`src/rtl/sfu_pkg.sv`:
```
// Shared constants, types and helpers for the SGD factor update block.
// Used by sfu_mac and sgd_factor_update; no dependencies.
package sfu_pkg;

  localparam int unsigned LatentLen  = 20;
  localparam int unsigned MovieRows  = 1024;
  localparam int unsigned UserRows   = 1024;
  localparam int unsigned MovieDepth = MovieRows * LatentLen;
  localparam int unsigned UserDepth  = UserRows * LatentLen;
  localparam int unsigned AddrW      = $clog2(MovieDepth > UserDepth ? MovieDepth : UserDepth);

  localparam int unsigned ActW    = 2;
  localparam int unsigned RowW    = 10;
  localparam int unsigned ElemW   = 5;
  localparam int unsigned ValW    = 16;
  localparam int unsigned RatingW = 8;
  localparam int unsigned ErrW    = 32;
  localparam int unsigned CfgW    = 16;
  localparam int unsigned CntW    = $clog2(LatentLen + 2);

  localparam int unsigned InTdataW  = 56;
  localparam int unsigned InTuserW  = 3;
  localparam int unsigned OutTdataW = 48;
  localparam int unsigned ApbAddrW  = 3;
  localparam int unsigned ApbDataW  = 32;

  localparam int unsigned FracW    = 12;
  localparam int unsigned DotW     = 36;
  localparam int unsigned ErrCalcW = 26;
  localparam int unsigned MulAW    = 41;
  localparam int unsigned MulBW    = 17;
  localparam int unsigned ProdW    = MulAW + MulBW;
  localparam int unsigned AccW     = 62;
  localparam int unsigned ShiftW   = 32;
  localparam int unsigned SumW     = AccW - ShiftW + 1;
  localparam int unsigned SlW      = 2 * CfgW + 1;

  localparam logic RegStep   = 1'b0;
  localparam logic RegLambda = 1'b1;

  typedef enum logic [ActW-1:0] {
    ActWrite = 2'd0,
    ActRead  = 2'd1,
    ActRate  = 2'd2
  } action_e;

  typedef enum logic [2:0] {
    AccHold  = 3'd0,
    AccClear = 3'd1,
    AccAdd   = 3'd2,
    AccLoad  = 3'd3,
    AccSub   = 3'd4
  } acc_op_e;

  typedef struct packed {
    logic    mul_en;
    acc_op_e acc_op;
  } mac_ctrl_t;

  function automatic logic signed [ValW-1:0] sat16(input logic signed [SumW-1:0] v);
    logic same;
    same = (v[SumW-1:ValW-1] == '0) || (v[SumW-1:ValW-1] == '1);
    if (same) begin
      sat16 = v[ValW-1:0];
    end else if (v[SumW-1]) begin
      sat16 = {1'b1, {(ValW-1){1'b0}}};
    end else begin
      sat16 = {1'b0, {(ValW-1){1'b1}}};
    end
  endfunction

endpackage

```
`src/rtl/sfu_mac.sv`:
```
// Shared multiply-accumulate unit: one registered signed multiplier and a wide accumulator.
// Depends on sfu_pkg for widths and the control struct.
module sfu_mac import sfu_pkg::*; (
  input  logic                    clk_i,
  input  mac_ctrl_t               ctrl_i,
  input  logic signed [MulAW-1:0] a_i,
  input  logic signed [MulBW-1:0] b_i,
  output logic signed [ProdW-1:0] prod_o,
  output logic signed [AccW-1:0]  acc_o
);

  logic signed [ProdW-1:0] prod_q;
  logic signed [AccW-1:0]  acc_q, acc_d, prod_ext;

  assign prod_ext = AccW'(prod_q);

  always_comb begin
    case (ctrl_i.acc_op)
      AccClear: acc_d = '0;
      AccAdd:   acc_d = acc_q + prod_ext;
      AccLoad:  acc_d = prod_ext <<< 4;
      AccSub:   acc_d = acc_q - prod_ext;
      default:  acc_d = acc_q;
    endcase
  end

  always_ff @(posedge clk_i) begin
    if (ctrl_i.mul_en) begin
      prod_q <= ProdW'(a_i) * ProdW'(b_i);
    end
    acc_q <= acc_d;
  end

  assign prod_o = prod_q;
  assign acc_o  = acc_q;

endmodule

```
`config.mk`:
```
export PLATFORM = sky130hd
export DESIGN_NAME = sfu_mac
export DESIGN_NICKNAME = d
export VERILOG_FILES = /design/src/rtl/sfu_pkg.sv /design/src/rtl/sfu_mac.sv
export SDC_FILE = /design/constraint.sdc
export NUM_CORES = 2
export LEC_CHECK = 0
export ABC_AREA = 1
export BUFFER_PORTS_ARGS = -buffer_cell sky130_fd_sc_hd__buf_2
export CORE_MARGIN = 1
export CORE_UTILIZATION = 50
export CTS_BUF_LIST = sky130_fd_sc_hd__clkbuf_4 sky130_fd_sc_hd__clkbuf_8
export DETAILED_ROUTE_END_ITERATION = 8
export PLACE_DENSITY = 0.67
export SYNTH_ARGS = -nofsm -noshare
export SYNTH_HDL_FRONTEND = slang
export SYNTH_SLANG_ARGS = --single-unit
```
`constraint.sdc`:
```
create_clock -name clk_i -period 8.1 [get_ports clk_i]
set_input_delay 0.81 -clock clk_i [delete_from_list [all_inputs] [get_ports clk_i]]
set_output_delay 0.81 -clock clk_i [all_outputs]
set_load 0.02 [all_outputs]
```
==> flow_summary.ini <==
[timing]
rsz0062_at_grt = false
finalSetupViolations = 0
slew_viol_final = 0
skew_ns = 0.0256
fmax_ghz = 0.145
min_period_ns = 6.89
hold_viol = 0
setup_tns_ns = 0
timing.final.crit_share_pct = 85.1
tightest_slew_ns = 1.04
timing.slew.headroom_pct = 30.5

[finish]
areaGrowthSynthToFinish_pct = 5.46
drive_gt1_share_pct = 6.62
stdcell_area_sq_um = 38200
fin_nets = 5948
instances_no_fill = 5998

[grt]
antenna_found_initial = 3
grt_start_max_net_pins = 63
grt_pass1_wl_microns = 181000
grt_usage_pct = 32.0
grt_overflow = 0
grt_pass1_vias = 32643

[clocking]
cts_tree = done
root_buffer = clkbuf_8
post_cts_resized = 0
ctsHoldBuffers = 0
numCtsBuffers = 17
clk_latency_ns = 0.50
clk_pin_slew_ns = 0.08
clockBufferDepth = 2
clock-sinks = 120
h-tree-depth = 4
cts_setup_buffers = 0

[drt]
wl_per_cell_microns = 19.2
drtPass1Iterations = 9
vias = 31431
final_antenna_net_count = 0
routed_wl_microns = 115000
viasPerCell = 5.24
drc = 1
drt_iter0_drc = 2467

[worst_setup_path]
setup.worst_path.end_class = register
critPathLaunchType = input port
crit_family = adder cells
path_common_cell = fa_1
critPathBufInv = 4
path_cells = buf_2, nand2_1, inv_1, fa_1, fa_1, inv_1, fa_1, fa_1, inv_1, fa_1, fa_1, ha_1, nand2_1, nor2_1, nand2_1, nor3_1, nand3_1, nand3_1, nand2_1
slowest_stage = fa_1
cp_max_fo = 41
arrival_ns = 7.11
required_ns = 8.32
max_stage_delay_ns = 0.89
path_class = input port to register

[synthesis]
ys_seq_area_share_pct = 9.95
synth_area_sq_um = 36200
syn_area_per_cell_sq_um = 7.26
synth_cells = 4990
synth_cell_types = 47
synth_seq_cells = 120
yosys_warnings = 0
synth_fp_nets = 5905

[die]
start_util_pct = 50.6
boundaryPins = 183
rows = 98
core_area_sq_um = 71600
dieArea_sq_um = 73500
die_y_microns = 271
die_x_microns = 271

[placed_design]
port_buffers = 182
hpwl_microns = 97800
gp_congestion = 0.981
post_dp_cell_area_sq_um = 37800
dp_cells = 5964

[run]
drv_cap = 0

[run_status]
status = finished with violations
violations = design-rule violations

[hold_path]
hold_class = register to register
[area by class of cell]
type,instances,area (sq um)
fill,7157,33400
sequential,120,3600
antenna,3,7.51
clock inverter,11,108
multi-input combinational,3375,27000
timing repair buffer,208,1110
clock buffer,20,256
inverter,1311,4920
tap,950,1190
[worst min-delay path, cell delays in order (launching register included)]
cell and delay (ns):
edfxtp_1 0.37, inv_2 0.08, o21ai_0 0.16
[routing by layer]
layer	vias up	global-route usage, %	part of all wire (%)
met5	-	0	0
met4	0	13.6	4.5
met3	234	3.21	5.8
met2	1185	55.8	49
met1	15357	40.5	41
li1	14655	-	-
[synth_stat cells, drive strengths merged]
library cell	instances	area, sq um
a31oi	10	62.6
a21boi	3	22.5
clkbuf	174	653
o21ai	143	749
o41ai	1	8.76
nor2	360	1420
nand4	25	156
inv	1311	4920
a21oi	169	861
o32ai	1	8.76
o211ai	2	15.0
or2	13	81.3
nor3	43	294
xor2	82	718
nor3b	2	15.0
nand3b	8	63.8
fa	657	13200
ha	195	2440
and2	2	12.5
o21a	3	22.5
edfxtp	120	3600
nand3	149	813
o31ai	1	7.51
a21o	9	67.6
and3	3	18.8
nand2	1419	5370
buf	10	47.6
xnor2	37	324
o21bai	27	203
nor4	5	37.5
o22ai	6	37.5
[logic make-up after synthesis]
| kind of cell | count (synthesis) | synth area share [%] |
|---|---|---|
| fa+ha+maj | 852 | 43.1 |
| flops | 120 | 9.95 |
| compound gates | 375 | 5.71 |
| buf+inv | 1495 | 15.5 |
| xor+xnor | 119 | 2.88 |
| simple gates | 2029 | 22.9 |
[stage by stage]
stage | hold slack (ns) | setup WS (ns) | utilization (%)
after floorplan | 0.710 | 1.94 | -
after global placement | 0.689 | 0.709 | 52.8
after detailed placement | 0.691 | 0.694 | 52.8
after CTS | 0.699 | 1.22 | 53.3
after global routing | 0.713 | 0.944 | 53.3
final | 0.700 | 1.21 | 53.3
[sequential cells by signal, summed over array words and instances (netlist names)]
| register | cells |
|---|---|
| prod_o | 58 |
| acc_o | 62 |
[final timing paths]
check | slack (ns) | start | cells after the start | endpoint
max | 1.21 | b_i[2] | 19 | prod_o[57]$_DFFE_PP_
min | 0.70 | prod_o[4]$_DFFE_PP_ | 2 | acc_o[8]$_DFFE_PP_
max reg2reg | 3.45 | prod_o[0]$_DFFE_PP_ | 24 | acc_o[39]$_DFFE_PP_
min reg2reg | 0.70 | prod_o[4]$_DFFE_PP_ | 2 | acc_o[8]$_DFFE_PP_
[layout by cell type (no fill, tap or decap), types with 4 or more instances in the layout]
master,count
nand2_1,1401
inv_1,1301
fa_1,657
nor2_1,341
ha_1,195
buf_2,182
a21oi_1,165
nand3_1,137
edfxtp_1,120
o21ai_0,107
xor2_1,82
xnor2_1,36
nor3_1,30
o21ai_1,29
o21bai_1,27
buf_4,26
nand4_1,25
nand2_2,18
clkbuf_8,17
nor2_2,15
nand3_2,11
or2_2,11
inv_2,10
nor3_2,10
a31oi_1,10
a21o_1,9
nand3b_1,7
o21ai_2,6
o22ai_1,6
clkinv_2,5
a21oi_2,4
nor4_1,4
nor2_4,4
Power is left out: the tool's default activity adds up to more than one toggle a clock period on the data nets, which glitch-free logic cannot reach.
